## config.mk

```make
export PLATFORM = sky130hd
export DESIGN_NAME = utf8_code_point_decoder_flat
export DESIGN_NICKNAME = d
export VERILOG_FILES = /design/src/rtl/u8cpd_pkg.sv /design/src/rtl/u8cpd_byte_if.sv /design/src/rtl/u8cpd_cp_if.sv /design/src/rtl/utf8_code_point_decoder.sv /design/src/rtl/u8cpd_decode.sv /design/src/flat_wrapper.sv
export VERILOG_INCLUDE_DIRS = /design/src /design/src/rtl
export SDC_FILE = /design/constraint.sdc
export NUM_CORES = 1
export LEC_CHECK = 0
export BUFFER_PORTS_ARGS = -buffer_cell sky130_fd_sc_hd__buf_2
export CAP_MARGIN = 20
export CORE_UTILIZATION = 58
export CTS_BUF_LIST = sky130_fd_sc_hd__clkbuf_16
export DETAILED_ROUTE_END_ITERATION = 6
export PLACE_DENSITY = 0.79
export REMOVE_ABC_BUFFERS = 1
export SLEW_MARGIN = 20
export SYNTH_ARGS = -nofsm -noshare
export SYNTH_HDL_FRONTEND = slang
export SYNTH_SLANG_ARGS = --single-unit
```

## constraint.sdc

```tcl
create_clock -name clk -period 4.3 [get_ports clk]
set_input_delay 0.645 -clock clk [delete_from_list [all_inputs] [get_ports clk]]
set_output_delay 0.645 -clock clk [all_outputs]
set_load 0.05 [all_outputs]
```

## src/rtl/utf8_code_point_decoder_defines.svh

```systemverilog
// ----------------------------------------------------------------------------
// utf8_code_point_decoder_defines: assertion macros
// Check macros for the UTF-8 decoder; empty when synthesizing.
// ----------------------------------------------------------------------------
`ifndef UTF8_CODE_POINT_DECODER_DEFINES_SVH
`define UTF8_CODE_POINT_DECODER_DEFINES_SVH

`ifndef SYNTHESIS
`define U8CPD_ASSERT(lbl, prop, msg) \
	lbl: assert property (@(posedge clk) disable iff (!arst_n) prop) else $error(msg);
`define U8CPD_ASSERT_NEXT(lbl, pre, post, msg) \
	lbl: assert property (@(posedge clk) disable iff (!arst_n) (pre) |=> (post)) else $error(msg);
`else
`define U8CPD_ASSERT(lbl, prop, msg)
`define U8CPD_ASSERT_NEXT(lbl, pre, post, msg)
`endif

`endif

```

## src/rtl/u8cpd_pkg.sv

```systemverilog
// ----------------------------------------------------------------------------
// u8cpd_pkg: shared types and constants
// Sequence state, result job and lead-byte classification for the decoder.
// ----------------------------------------------------------------------------
`default_nettype none

package u8cpd_pkg;

	localparam int unsigned CpW = 21;

	localparam logic [CpW-1:0] CP_REPLACEMENT = 21'h00FFFD;
	localparam logic [CpW-1:0] CP_MAX         = 21'h10FFFF;
	localparam logic [CpW-1:0] CP_SURR_LO     = 21'h00D800;
	localparam logic [CpW-1:0] CP_SURR_HI     = 21'h00DFFF;
	localparam logic [CpW-1:0] CP_MIN_TWO     = 21'h000080;
	localparam logic [CpW-1:0] CP_MIN_THREE   = 21'h000800;
	localparam logic [CpW-1:0] CP_MIN_FOUR    = 21'h010000;

	// lead byte classes
	localparam logic [2:0] LEAD_ASCII   = 3'd0;
	localparam logic [2:0] LEAD_TWO     = 3'd1;
	localparam logic [2:0] LEAD_THREE   = 3'd2;
	localparam logic [2:0] LEAD_FOUR    = 3'd3;
	localparam logic [2:0] LEAD_INVALID = 3'd4;

	typedef struct packed {
		logic           open;
		logic [1:0]     expected;
		logic [1:0]     seen;
		logic [CpW-1:0] pv;
	} seq_state_t;

	localparam seq_state_t SEQ_IDLE = '{open: 1'b0, expected: 2'd0, seen: 2'd0, pv: '0};

	// results of one word: count-1 replacements, then last_cp
	typedef struct packed {
		logic [2:0]     count;
		logic [CpW-1:0] last_cp;
		logic           fin;
	} job_t;

	function automatic logic [2:0] lead_class(input logic [7:0] b);
		logic [2:0] cls;
		if (b[7] == 1'b0)
			cls = LEAD_ASCII;
		else if (b[7:5] == 3'b110)
			cls = LEAD_TWO;
		else if (b[7:4] == 4'b1110)
			cls = LEAD_THREE;
		else if (b[7:3] == 5'b11110)
			cls = LEAD_FOUR;
		else
			cls = LEAD_INVALID;
		return cls;
	endfunction

	function automatic logic [CpW-1:0] min_value(input logic [1:0] expected);
		logic [CpW-1:0] m;
		case (expected)
			2'd1:    m = CP_MIN_TWO;
			2'd2:    m = CP_MIN_THREE;
			default: m = CP_MIN_FOUR;
		endcase
		return m;
	endfunction

endpackage

`default_nettype wire

```

## src/rtl/u8cpd_byte_if.sv

```systemverilog
// ----------------------------------------------------------------------------
// u8cpd_byte_if: byte channel
// Valid/ready channel carrying one UTF-8 byte and an end-of-text flag.
// ----------------------------------------------------------------------------
`default_nettype none

interface u8cpd_byte_if;
	logic       valid;
	logic       ready;
	logic [7:0] data_byte;
	logic       final_byte;

	modport source (output valid, output data_byte, output final_byte, input ready);
	modport sink   (input valid, input data_byte, input final_byte, output ready);
endinterface

`default_nettype wire

```

## src/rtl/u8cpd_cp_if.sv

```systemverilog
// ----------------------------------------------------------------------------
// u8cpd_cp_if: code point channel
// Valid/ready channel carrying one decoded code point with its markers.
// ----------------------------------------------------------------------------
`default_nettype none

interface u8cpd_cp_if;
	logic        valid;
	logic        ready;
	logic [20:0] code_point;
	logic        run_last;
	logic        text_end;

	modport source (output valid, output code_point, output run_last, output text_end,
		input ready);
	modport sink   (input valid, input code_point, input run_last, input text_end,
		output ready);
endinterface

`default_nettype wire

```

## src/rtl/utf8_code_point_decoder.sv

```systemverilog
// A byte is registered in stage 1; its results are registered in stage 2.
// Throughput: one byte per cycle while the output is ready and each byte
//   yields at most one code point; a byte yielding several (up to 4) code points
//   holds the result register until all are taken, and so can stall the input.
// Reset (arst_n low, asynchronous) empties both stages and closes any sequence.
// ----------------------------------------------------------------------------
// utf8_code_point_decoder: streaming UTF-8 decoder
// Turns UTF-8 bytes into Unicode scalar values, with U+FFFD per bad byte.
// ----------------------------------------------------------------------------
`default_nettype none

`include "utf8_code_point_decoder_defines.svh"

module utf8_code_point_decoder (
	input  logic            clk,
	input  logic            arst_n,
	u8cpd_byte_if.sink      text,
	u8cpd_cp_if.source      points
);
	import u8cpd_pkg::*;

	// stage 1: input word register
	logic       valid_s1;
	logic [7:0] byte_s1;
	logic       fin_s1;

	// pending multi-byte sequence
	seq_state_t state_q;
	seq_state_t state_next;
	job_t       job;

	// stage 2: result job; rem_s2 counts results still to deliver
	logic           valid_s2;
	logic [2:0]     rem_s2;
	logic [CpW-1:0] last_cp_s2;
	logic           fin_s2;

	logic s2_free;
	logic s1_take;
	logic text_take;

	u8cpd_decode u_decode (
		.state      (state_q),
		.data_byte  (byte_s1),
		.final_byte (fin_s1),
		.state_next (state_next),
		.job        (job)
	);

	// Stage 2 frees up when empty or when its last result leaves now.
	assign s2_free   = !valid_s2 || (points.ready && (rem_s2 == 3'd1));
	// A word with no result retires without touching stage 2.
	assign s1_take   = valid_s1 && ((job.count == 3'd0) || s2_free);
	assign text.ready = !valid_s1 || s1_take;
	assign text_take = text.valid && text.ready;

	// Load the input word; drop it once decoded.
	always_ff @(posedge clk or negedge arst_n) begin
		if (!arst_n) begin
			valid_s1 <= 1'b0;
		end else if (text_take) begin
			valid_s1 <= 1'b1;
		end else if (s1_take) begin
			valid_s1 <= 1'b0;
		end
	end

	always_ff @(posedge clk) begin
		if (text_take) begin
			byte_s1 <= text.data_byte;
			fin_s1  <= text.final_byte;
		end
	end

	// Advance the sequence state as each word retires.
	always_ff @(posedge clk or negedge arst_n) begin
		if (!arst_n) begin
			state_q <= SEQ_IDLE;
		end else if (s1_take) begin
			state_q <= state_next;
		end
	end

	// Hold the job until every result is taken; count down on each handshake.
	always_ff @(posedge clk or negedge arst_n) begin
		if (!arst_n) begin
			valid_s2 <= 1'b0;
			rem_s2   <= 3'd0;
		end else if (s1_take && (job.count != 3'd0)) begin
			valid_s2 <= 1'b1;
			rem_s2   <= job.count;
		end else if (valid_s2 && points.ready) begin
			if (rem_s2 == 3'd1) begin
				valid_s2 <= 1'b0;
				rem_s2   <= 3'd0;
			end else begin
				rem_s2 <= rem_s2 - 3'd1;
			end
		end
	end

	always_ff @(posedge clk) begin
		if (s1_take && (job.count != 3'd0)) begin
			last_cp_s2 <= job.last_cp;
			fin_s2     <= job.fin;
		end
	end

	// Every result but the last of a word is a replacement.
	assign points.valid      = valid_s2;
	assign points.code_point = (rem_s2 == 3'd1) ? last_cp_s2 : CP_REPLACEMENT;
	assign points.run_last   = (rem_s2 == 3'd1);
	assign points.text_end   = (rem_s2 == 3'd1) && fin_s2;

	`U8CPD_ASSERT(a_rem_range, valid_s2 |-> ((rem_s2 != 3'd0) && (rem_s2 <= 3'd4)), "result count out of range")
	`U8CPD_ASSERT(a_open_shape, state_q.open |-> ((state_q.expected != 2'd0) && (state_q.seen < state_q.expected)), "pending sequence inconsistent")
	`U8CPD_ASSERT(a_closed_clear, !state_q.open |-> ((state_q.pv == '0) && (state_q.seen == 2'd0) && (state_q.expected == 2'd0)), "closed sequence not cleared")
	`U8CPD_ASSERT_NEXT(a_countdown, valid_s2 && points.ready && (rem_s2 != 3'd1), valid_s2 && (rem_s2 == $past(rem_s2) - 3'd1), "result count did not step down")
	`U8CPD_ASSERT(a_no_take_busy, (valid_s1 && !s1_take) |-> !text.ready, "input taken while stage 1 stalled")

endmodule

`default_nettype wire

```

## src/rtl/u8cpd_decode.sv

```systemverilog
// ----------------------------------------------------------------------------
// u8cpd_decode: single-byte decode step
// Next sequence state and the result job for one byte.
// ----------------------------------------------------------------------------
`default_nettype none

module u8cpd_decode (
	input  u8cpd_pkg::seq_state_t state,
	input  logic [7:0]            data_byte,
	input  logic                  final_byte,
	output u8cpd_pkg::seq_state_t state_next,
	output u8cpd_pkg::job_t       job
);
	import u8cpd_pkg::*;

	logic           cont;
	logic [CpW-1:0] pv_shift;
	logic [1:0]     seen_inc;
	logic           bad;
	logic [2:0]     n0;

	assign cont     = (data_byte[7:6] == 2'b10);
	assign pv_shift = {state.pv[CpW-7:0], data_byte[5:0]};
	assign seen_inc = state.seen + 2'd1;
	assign bad      = (pv_shift < min_value(state.expected)) || (pv_shift > CP_MAX)
		|| ((pv_shift >= CP_SURR_LO) && (pv_shift <= CP_SURR_HI));

	always_comb begin
		state_next  = state;
		job.count   = 3'd0;
		job.last_cp = CP_REPLACEMENT;
		job.fin     = final_byte;
		n0          = 3'd0;
		if (state.open && cont) begin
			if (seen_inc >= state.expected) begin
				state_next = SEQ_IDLE;
				if (bad) begin
					job.count = {1'b0, state.expected} + 3'd1;
				end else begin
					job.count   = 3'd1;
					job.last_cp = pv_shift;
				end
			end else begin
				state_next.pv   = pv_shift;
				state_next.seen = seen_inc;
				if (final_byte) begin
					// flush the cut-off sequence
					state_next = SEQ_IDLE;
					job.count  = {1'b0, seen_inc} + 3'd1;
				end
			end
		end else begin
			// no sequence, or a broken one: one replacement per byte held, then restart
			if (state.open)
				n0 = {1'b0, state.seen} + 3'd1;
			state_next = SEQ_IDLE;
			case (lead_class(data_byte))
				LEAD_ASCII: begin
					job.count   = n0 + 3'd1;
					job.last_cp = {13'd0, data_byte};
				end
				LEAD_TWO, LEAD_THREE, LEAD_FOUR: begin
					if (final_byte) begin
						job.count = n0 + 3'd1;
					end else begin
						job.count       = n0;
						state_next.open = 1'b1;
						state_next.seen = 2'd0;
						case (lead_class(data_byte))
							LEAD_TWO: begin
								state_next.expected = 2'd1;
								state_next.pv       = {16'd0, data_byte[4:0]};
							end
							LEAD_THREE: begin
								state_next.expected = 2'd2;
								state_next.pv       = {17'd0, data_byte[3:0]};
							end
							default: begin
								state_next.expected = 2'd3;
								state_next.pv       = {18'd0, data_byte[2:0]};
							end
						endcase
					end
				end
				default: begin
					job.count = n0 + 3'd1;
				end
			endcase
		end
	end

endmodule

`default_nettype wire
```

## src/flat_wrapper.sv

```systemverilog
// flat-port wrapper written by rule: the top's interface ports become plain ports
module utf8_code_point_decoder_flat import u8cpd_pkg::*;
  (clk, arst_n, text_valid, text_data_byte, text_final_byte, text_ready, points_valid, points_code_point, points_run_last, points_text_end, points_ready);
  u8cpd_byte_if text_i ();
  u8cpd_cp_if points_i ();
  input  logic clk;
  input  logic arst_n;
  input wire logic [$bits(text_i.valid)-1:0] text_valid;
  input wire logic [$bits(text_i.data_byte)-1:0] text_data_byte;
  input wire logic [$bits(text_i.final_byte)-1:0] text_final_byte;
  output wire logic [$bits(text_i.ready)-1:0] text_ready;
  output wire logic [$bits(points_i.valid)-1:0] points_valid;
  output wire logic [$bits(points_i.code_point)-1:0] points_code_point;
  output wire logic [$bits(points_i.run_last)-1:0] points_run_last;
  output wire logic [$bits(points_i.text_end)-1:0] points_text_end;
  input wire logic [$bits(points_i.ready)-1:0] points_ready;
  assign text_i.valid = text_valid;
  assign text_i.data_byte = text_data_byte;
  assign text_i.final_byte = text_final_byte;
  assign text_ready = text_i.ready;
  assign points_valid = points_i.valid;
  assign points_code_point = points_i.code_point;
  assign points_run_last = points_i.run_last;
  assign points_text_end = points_i.text_end;
  assign points_i.ready = points_ready;
  utf8_code_point_decoder u_core (.clk(clk), .arst_n(arst_n), .text(text_i), .points(points_i));
endmodule
```

# ---- Yosys cells after proc, flatten, opt, wreduce, memory -nomap -nowiden
# Index checks and enable logic that the tools add are counted.
# Widths: inputs -> output; s select.
dict set report totals {
  reg_bits 56
  output_inout_bits 25
  inputBits 13
  wordCells 95
}
dict set report op_classes {
  reduce_logical 24
  magnitude_cmp 5
  add_sub_neg 6
  n_mux 36
  n_eq_ne 13
}
# operator n
set op_table {}
lappend op_table {{$mux 26} 5}
lappend op_table {{$mux 21} 3}
lappend op_table {{$mux 3} 18}
lappend op_table {{$pmux 17 s2} 1}
lappend op_table {{$mux 24} 1}
lappend op_table {{$ge 21x16->1 const B} 1}
lappend op_table {{$gt 21x21->1 const B} 1}
lappend op_table {{$le 21x16->1 const B} 1}
lappend op_table {{$lt 21x17->1} 1}
lappend op_table {{$mux 16} 1}
lappend op_table {{$pmux 5 s2} 1}
lappend op_table {{$add 2x1->3 const B} 3}
lappend op_table {{$eq 3x1->1 const B} 3}
lappend op_table {{$eq 3x2->1 const B} 3}
lappend op_table {{$logic_and 1x1->1} 8}
lappend op_table {{$logic_not 3->1} 2}
lappend op_table {{$reduce_bool 2->1} 3}
lappend op_table {{$eq 5x5->1 const B} 1}
lappend op_table {{$logic_or 1x1->1} 5}
lappend op_table {{$mux 1} 5}
lappend op_table {{$eq 2x2->1 const B} 2}
lappend op_table {{$eq 4x4->1 const B} 1}
lappend op_table {{$pmux 2 s2} 1}
lappend op_table {{$reduce_and 2->1} 2}
lappend op_table {{other kinds (10)} 11}

# ---- Logic depth before layout (Yosys ltp)
# Gate-level depths: netlist (run 1).
dict set report logic_depth {
  ltp_word 16
  depth_mapped 12
  ltp_nobuf 11
}

# ---- By module
# A second synthesis (run 1) with hierarchy kept.
dict set report hier_totals {
  hier_cells 279
  area_unflattened_um2 3263.1
}
# module cells_each area_per_inst_um2 n_inst
set modules_own_cells {}
lappend modules_own_cells {utf8_code_point_decoder 147 2398.6 1}
lappend modules_own_cells {u8cpd_decode 132 864.6 1}

# ---- Least setup slack after synthesis (run 1)
# OpenSTA, ideal clock, no wires.
dict set report synth_timing {
  path_type {register to register}
  startpoint {register u_core.state_q[21] (netlist name)}
  endpoint {register u_core.fin_s2 (enable)}
  path_stages_with_launch 12
  period_less_slack_ps 3524
  n_path_buf 1
  t_required_ps 3899
  arrival_ps 3124
  setup_time_ps 401
  setup_slack_ps 776
  path_cell_list {dfrtp_1 inv_1 ha_1 inv_1 ha_1 a21oi_1 mux2i_1 mux2_2 nand2b_1 nor2_2 buf_2 nor2_1}
}
dict set report synth_via {
  elab_chain_len 11
  word_cells_on_any_way 17
  cone_classes {4 x add/sub; 1 x order compare; 7 x mux; 5 x reduce/logical}
}
# element line
set synth_rtl {}
lappend synth_rtl {{start, declared} utf8_code_point_decoder.sv:28} ;# seq_state_t state_q;
lappend synth_rtl {{start signal, assigned} utf8_code_point_decoder.sv:80} ;# state_q <= state_next;
lappend synth_rtl {{$add 2x1->3} u8cpd_decode.sv:55} ;# n0 = {1'b0, state.seen} + 3'd1;
lappend synth_rtl {{$mux 3} u8cpd_decode.sv:54} ;# if (state.open)
lappend synth_rtl {{$mux 3} u8cpd_decode.sv:34} ;# if (state.open && cont) begin
lappend synth_rtl {{$add 3x1->3} {u8cpd_decode.sv:59, u8cpd_decode.sv:64, u8cpd_decode.sv:86}}
lappend synth_rtl {{$mux 3} u8cpd_decode.sv:63} ;# if (final_byte) begin
lappend synth_rtl {{$mux 3} n/a}
lappend synth_rtl {{$mux 24 (*)} u8cpd_decode.sv:34}
lappend synth_rtl {{$logic_not 3->1} utf8_code_point_decoder.sv:53} ;# assign s1_take = valid_s1 && ((job.count == 3'd0) || s2_free);
lappend synth_rtl {{$logic_or 1x1->1} utf8_code_point_decoder.sv:53}
lappend synth_rtl {{$logic_and 1x1->1} utf8_code_point_decoder.sv:53}
lappend synth_rtl {{$logic_and 1x1->1 (*)} utf8_code_point_decoder.sv:103} ;# if (s1_take && (job.count != 3'd0)) begin
lappend synth_rtl {{end signal, assigned} utf8_code_point_decoder.sv:105} ;# fin_s2 <= job.fin;
lappend synth_rtl {{end, declared} utf8_code_point_decoder.sv:36} ;# logic fin_s2;
# Every way passes the cells marked *; elsewhere a longest branch is shown, timed or not. The select of a mux whose other input is x is not followed.
# A chain may end at the register's enable or synchronous reset.

# ---- Worst setup path in the final report (run 1)
dict set report layout_timing {
  startpoint {register u_core.state_q[21] (netlist name)}
  endpoint {output port text_ready}
}
dict set report layout_via {
  elab_chain_len 11
  word_cells_on_any_way 16
  cone_classes {4 x add/sub; 1 x order compare; 7 x mux; 4 x reduce/logical}
}
# element line
set layout_rtl {}
lappend layout_rtl {{$add 2x1->3} u8cpd_decode.sv:55}
lappend layout_rtl {{$mux 3} u8cpd_decode.sv:54}
lappend layout_rtl {{$mux 3} u8cpd_decode.sv:34}
lappend layout_rtl {{$add 3x1->3} {u8cpd_decode.sv:59, u8cpd_decode.sv:64, u8cpd_decode.sv:86}}
lappend layout_rtl {{$mux 3} u8cpd_decode.sv:63}
lappend layout_rtl {{$mux 3} n/a}
lappend layout_rtl {{$mux 24 (*)} u8cpd_decode.sv:34}
lappend layout_rtl {{$logic_not 3->1 (*)} utf8_code_point_decoder.sv:53}
lappend layout_rtl {{$logic_or 1x1->1 (*)} utf8_code_point_decoder.sv:53}
lappend layout_rtl {{$logic_and 1x1->1 (*)} utf8_code_point_decoder.sv:53}
lappend layout_rtl {{$logic_or 1x1->1 (*)} utf8_code_point_decoder.sv:54} ;# assign text.ready = !valid_s1 || s1_take;
lappend layout_rtl {{end, declared} flat_wrapper.sv:11} ;# output wire logic [$bits(text_i.ready)-1:0] text_ready;
# Marks and branches as above.

==> results of run 1 <==
## area by class of cell
class	count	area [µm²]
clock inverter	3	42.54
sequential	56	1556
clock buffer	5	125.1
fill	408	1613
tap	70	87.58
timing repair buffer	42	222.7
multi-input combinational	240	1541
inverter	13	48.80
## sequential cells by signal (all words and copies together) (netlist names)
| signal | count |
|---|---|
| u_core.last_cp_s2 | 21 |
| u_core.rem_s2 | 3 |
| u_core.fin_s2 | 1 |
| u_core.fin_s1 | 1 |
| u_core.points.valid | 1 |
| u_core.state_q | 20 |
| u_core.byte_s1 | 8 |
| u_core.valid_s1 | 1 |
## cells in the final DEF, fill, tap and decap left out, types with 2 or more instances in the layout
master,Yosys,final
xor2_1,2,2
nor4_1,2,2
or4_1,4,4
or3_1,2,2
a32oi_1,3,3
nand2_2,2,2
o22ai_1,3,3
and3_1,11,11
clkbuf_16,0,5
nand3_2,2,2
nand2_1,54,54
o21ai_1,2,2
and2_1,10,10
a211oi_1,2,2
nand3_1,10,10
a21o_1,2,2
o21ai_0,5,5
buf_4,0,5
o21a_1,9,9
buf_2,2,37
a21oi_1,10,10
nor3_1,6,6
o311a_1,2,2
inv_1,12,13
edfxtp_1,31,31
a31oi_1,2,2
nand2b_1,21,21
nand4_1,2,2
dfrtp_1,25,25
ha_1,12,12
o211ai_1,21,21
nor2b_1,3,3
o221ai_1,5,5
nor2_1,9,9
## power breakdown
part	internal [µW]	total [µW]	switching, µW
registers	810	1010	197
logic	483	1620	1140
clock network	275	454	179
## layer usage
metal	global-route usage	share of wire	routed length (µm)
met5	0	0	0
met4	0.08269	0.021	150
met3	0.04072	0.043	312
met2	0.4568	0.50	3671
met1	0.3389	0.43	3151
## critical path, stage by stage (launching register included)
cell and delay (ps):
dfrtp_1 490, inv_1 100, ha_1 340, inv_1 70, ha_1 290, a21oi_1 300, mux2i_1 120, mux2_2 290
a21oi_2 340, nand2_2 110, nand3_1 110, buf_2 280
## per-stage QoR
| step | instances | instance area [µm²] | worst slack, ps | power, µW | util |
|---|---|---|---|---|---|
| 6_report | 429 | 3625 | 519.8 | 3084 | 0.6921 |
| 5_1_grt | 429 | 3625 | 268.4 | 3278 | 0.6921 |
| 4_1_cts | 429 | 3625 | 532.8 | 3074 | 0.6921 |
| 3_5_place_dp | 421 | 3457 | 808.1 | 2614 | 0.6601 |
| 3_3_place_gp | 421 | 3457 | 907.0 | 2572 | 0.6601 |
| 2_1_floorplan | 309 | 3147 | 448.6 | 2181 | - |
## logic make-up (layout without fill, tap and decap cells)
logic type | Yosys count | after routing | share of synthesized area
xor gates and xnor gates | 2 | 2 | 0.005440
buffers and inverters | 30 | 63 | 0.03807
muxes | 2 | 2 | 0.006604
DFF | 56 | 56 | 0.4833
AOI/OAI and AO/OA | 80 | 80 | 0.1880
adders and majority gates | 12 | 12 | 0.04662
and+or+nand+nor | 144 | 144 | 0.2319
## synthesized netlist by cell type, drive strengths merged (6+ instances only)
cell type	instances	area share
a21oi	11	0.018
edfxtp	31	0.29
o21a	9	0.021
dfrtp	25	0.19
nand3	12	0.022
clkbuf	14	0.016
and2	10	0.019
ha	12	0.047
inv	12	0.014
nand2	56	0.067
o21ai	7	0.011
o211ai	21	0.049
nor2	10	0.012
and3	11	0.021
nor3	6	0.0093
nand2b	21	0.041
## worst paths after layout
check	to	slack [ps]	cells after the start
setup / recovery	text_ready	520	11
hold / removal	u_core.state_q[22]	360	1
setup reg to reg	u_core.byte_s1[1]	770	10
hold reg to reg	u_core.state_q[22]	580	2
max in group asynchronous	u_core.state_q[8]	3550	1
min in group clk	u_core.byte_s1[4]	530	1
==> flow_metrics.env, run 1 <==
export IMPL_post_cts_buffers=0
export IMPL_status="finished clean"
export IMPL_crit_arrival_ps=3140
export IMPL_syn_inst=326
export IMPL_grt_ovfl_total=0
export IMPL_crit_path_start_kind="register"
export IMPL_post_cts_resized=0
export IMPL_area_delta_synth_final_pct=12.55
export IMPL_cap_violations=0
export IMPL_peakVddDrop_mv=0.6982
export IMPL_die_x_um=76.52
export IMPL_skew_ps=8.192
export IMPL_tightestPinTransition_ps=889.4
export IMPL_design_core_area_um2=5238
export IMPL_gp_congestion=0.9821
export IMPL_clock_sinks=56
export IMPL_grt_usage=0.2636
export IMPL_final_min_period_over_clock_period=0.8791
export IMPL_startpoint="u_core.state_q[21]"
export IMPL_r2r_start="u_core.state_q[21]"
export IMPL_endpoint_kind="primary output"
export IMPL_synthArstFlopShare=0.4464
export IMPL_drt_pre_antenna_iters=5
export IMPL_power_density_nw_per_um2=850.8
export IMPL_drc=0
export IMPL_ys_warn_count=0
export IMPL_clockBufferDepth=2
export IMPL_synth_ff_type="edfxtp_1"
export IMPL_slew_limit_headroom=0.4071
export IMPL_netlist_cell_type_count=57
export IMPL_syn_area_um2=3221
export IMPL_grt_pass1_wl_um=11920
export IMPL_setup_violations=0
export IMPL_drt_vias_per_instance=6.189
export IMPL_drt_iter0_drc=255
export IMPL_die_area_um2=5855
export IMPL_clk_latency_ps=290
export IMPL_syn_avg_cell_area_um2=9.879
export IMPL_hold_viol_final=0
export IMPL_final_setup_tns_ps=0
export IMPL_hold_ws_ps=356.2
export IMPL_hold_buffers=0
export IMPL_ys_ff_latch=56
export IMPL_postRouteAntennaNets=0
export IMPL_ys_seq_area_frac=0.4833
export IMPL_hold_class="input pin to async pin"
export IMPL_timing_worst_setup_path_type="register to primary output"
export IMPL_die_y_um=76.52
export IMPL_layout_min_cycle_time_ps=3780
export IMPL_pin_count=38
export IMPL_wl_um=7285
export IMPL_rsz0062_at_grt="false"
export IMPL_placementRows=26
export IMPL_io_buffers=37
export IMPL_drive_gt1_frac=0.1643
export IMPL_cts_tree="yes"
export IMPL_numCtsBuffers=5
export IMPL_path_max_fanout=9
export IMPL_cp_data_required_time_ps=3650
export IMPL_post_drt_wl_per_cell_um=16.98
export IMPL_p_leak_uw=0.001454
export IMPL_drv_slew=0
export IMPL_via_count=2655
export IMPL_dpl_hpwl_um=5071
export IMPL_h_tree_depth=2
export IMPL_grt_max_degree=37
export IMPL_antennaDiodeCount=0
export IMPL_fmax_mhz=264.5
export IMPL_synth_edf_count=31
export IMPL_clk_pin_slew_ps=70
export IMPL_initial_core_util=0.6149
export IMPL_cts_root_buf="clkbuf_16"
export IMPL_nNetsFinal=383
export IMPL_grt_pass1_vias=2441
export IMPL_antenna_found_initial=0
(Power assumes the default switching activity.)
==> run 2, diff against run 1 <==
==> constraint.sdc (replaced) <==
create_clock -name clk -period 3.6 [get_ports clk]
set_input_delay 0.54 -clock clk [delete_from_list [all_inputs] [get_ports clk]]
set_output_delay 0.54 -clock clk [all_outputs]
set_load 0.05 [all_outputs]
==> run 2 against run 1 <==
Cell area is 1.5% higher. Via count up 2.7%. Non-clock buffer count rose by 10. Total power increased by 22%. Count of clock-buffer cells in the layout did not move. Hold slack got worse by 100 ps. Die area did not move. Critical path depth stayed put. Sequential share of layout area decreased by 0.61 points. Sequential cell count stayed put. Clock skew up 1.6 ps. Final cell count rose by 2.3%.
==> flow_metrics.env, run 2 (synthesis gave the netlist of run 1 again) <==
export IMPL_antenna_found_initial=0
export IMPL_multi_input_area_um2=1546
export IMPL_critPathBufInv=2
export IMPL_drt_vias_per_instance=6.214
export IMPL_status="finished clean"
export IMPL_antennaDiodeCount=0
export IMPL_hold_class="input pin to async pin"
export IMPL_p_leak_uw=0.001489
export IMPL_postRouteAntennaNets=0
export IMPL_largest_reg_flops=21
export IMPL_post_drt_wl_per_cell_um=17.85
export IMPL_clockBufferDepth=2
export IMPL_cts_tree="yes"
export IMPL_grt_ovfl_total=0
export IMPL_timing_worst_setup_path_type="register to primary output"
export IMPL_layout_min_cycle_time_ps=3436
export IMPL_crit_path_start_kind="register"
export IMPL_clk_latency_ps=290
export IMPL_placementRows=26
export IMPL_critPathCapture="text_ready"
export IMPL_clk_pin_slew_ps=70
export IMPL_dp_worst_setup_slack_ps=354.3
export IMPL_clock_sinks=56
export IMPL_cp_data_required_time_ps=3060
export IMPL_grt_pass1_vias=2651
export IMPL_dpl_hpwl_um=5577
export IMPL_path_max_fanout=7
export IMPL_via_count=2728
export IMPL_path_depth=11
export IMPL_design_area_um2=3680
export IMPL_numCtsBuffers=5
export IMPL_io_buffers=37
export IMPL_nNetsFinal=393
export IMPL_r2r_setup_slack_ps=650
export IMPL_power_uw=3769
export IMPL_r2r_cells=11
export IMPL_final_min_period_over_clock_period=0.9544
export IMPL_final_common_cell="nand2_1"
export IMPL_fillers=402
export IMPL_endpoint_kind="primary output"
export IMPL_drive_gt1_frac=0.1924
export IMPL_h_tree_depth=2
export IMPL_initial_core_util=0.6149
export IMPL_crit_arrival_ps=2900
export IMPL_rsz0062_at_grt="false"
export IMPL_max_stage_delay_ps=420
export IMPL_critPathSlowestCell="dfrtp_1"
export IMPL_hold_viol_final=0
export IMPL_die_area_um2=5855
export IMPL_crit_top_cell="ha_1"
export IMPL_dpl_cell_count=431
export IMPL_setup_slack_ps=164.2
export IMPL_tightestPinTransition_ps=685.7
export IMPL_drt_pre_antenna_iters=5
export IMPL_design_core_area_um2=5238
export IMPL_cts_root_buf="clkbuf_16"
export IMPL_wl_um=7834
export IMPL_power_density_nw_per_um2=1024
export IMPL_grt_max_degree=26
export IMPL_slew_limit_headroom=0.5394
export IMPL_drt_iter0_drc=314
export IMPL_peakVddDrop_mv=0.6687
export IMPL_setup_violations=0
export IMPL_dpl_cell_area_um2=3532
export IMPL_startpoint="u_core.state_q[24]"
export IMPL_die_x_um=76.52
export IMPL_drv_slew=0
export IMPL_pin_count=38
export IMPL_gp_congestion=0.9126
export IMPL_drc=0
export IMPL_area_delta_synth_final_pct=14.26
export IMPL_hold_ws_ps=254.8
export IMPL_regMostFlops="u_core.last_cp_s2"
export IMPL_crit_path_cell_trace="ha_1 -> inv_1 -> ha_1 -> nand2_1 -> a21o_1 -> nand3_2 -> nor2b_2 -> o2111a_2 -> nand2_2 -> nand3_1 -> buf_2"
export IMPL_instances_no_fill=439
export IMPL_die_y_um=76.52
export IMPL_reg2reg_to="u_core.state_q[4]"
export IMPL_critical_path_top_delay_family="simple AND/OR/NAND/NOR gates"
export IMPL_skew_ps=9.769
export IMPL_reg_top3="u_core.last_cp_s2 x21, u_core.state_q x20, u_core.byte_s1 x8"
export IMPL_grt_usage=0.2887
export IMPL_fmax_mhz=291.1
export IMPL_final_cell_mix="nand2_1 (54), buf_2 (37), edfxtp_1 (31)"
export IMPL_r2r_start="u_core.state_q[21]"
export IMPL_grt_pass1_wl_um=13120
export IMPL_cap_violations=0
export IMPL_regArea_um2=1558
run 2: changes by cell type in the layout (fill, tap and decap cells not counted), sizes merged:
| cell | delta |
|---|---|
| buf | +10 |
| bufinv | -1 |
| clkinv | +2 |
| inv | -1 |
run 2: routing by layer:
metal | global-route usage | wire length [µm] | part of all wire
met1 | 0.3690 | 3170 | 0.40
met2 | 0.5090 | 4099 | 0.52
met3 | 0.04311 | 503 | 0.064
met4 | 0.07885 | 60 | 0.0077
met5 | 0 | 0 | 0
run 2: cell type report:
class / instances / area share
sequential: 56 / 0.4233
tap: 70 / 0.02380
clock buffer: 5 / 0.03400
inverter: 13 / 0.01326
timing repair buffer: 52 / 0.08092
multi-input combinational: 240 / 0.4203
clock inverter: 3 / 0.004420
run 2: worst min path at each step:
stage	startpoint	endpoint	slack [ps]	cells after the start
6_report	arst_n	u_core.state_q[25]	250	1
5_1_grt	arst_n	u_core.state_q[25]	300	1
4_1_cts	arst_n	u_core.state_q[25]	260	1
3_5_place_dp	u_core.state_q[12]	u_core.state_q[12]	560	2
3_3_place_gp	u_core.state_q[13]	u_core.state_q[13]	550	2
2_1_floorplan	arst_n	u_core.points.valid	240	0
run 2: repair_timing:
| item | CTS | global route |
|---|---|---|
| gates resized for setup | 0 | 3 |
| endpoints found under the setup margin | 0 | 1 |
| buffers inserted | 0 | 0 |
| hold buffers | 0 | 0 |
run 2: report_power, final:
group	leakage, µW	total, µW	switching, µW	internal [µW]
Clock	0.0000726	471	216	255
Combinational	0.000801	2110	1440	670
Sequential	0.000616	1180	218	966
run 2: through the flow:
| stage | utilization | setup TNS, ps |
|---|---|---|
| after floorplan | - | -5530 |
| final | 0.7026 | 0 |
| after detailed placement | 0.6744 | 0 |
| after global routing | 0.7026 | 0 |
| after global placement | 0.6744 | 0 |
| after CTS | 0.7014 | 0 |
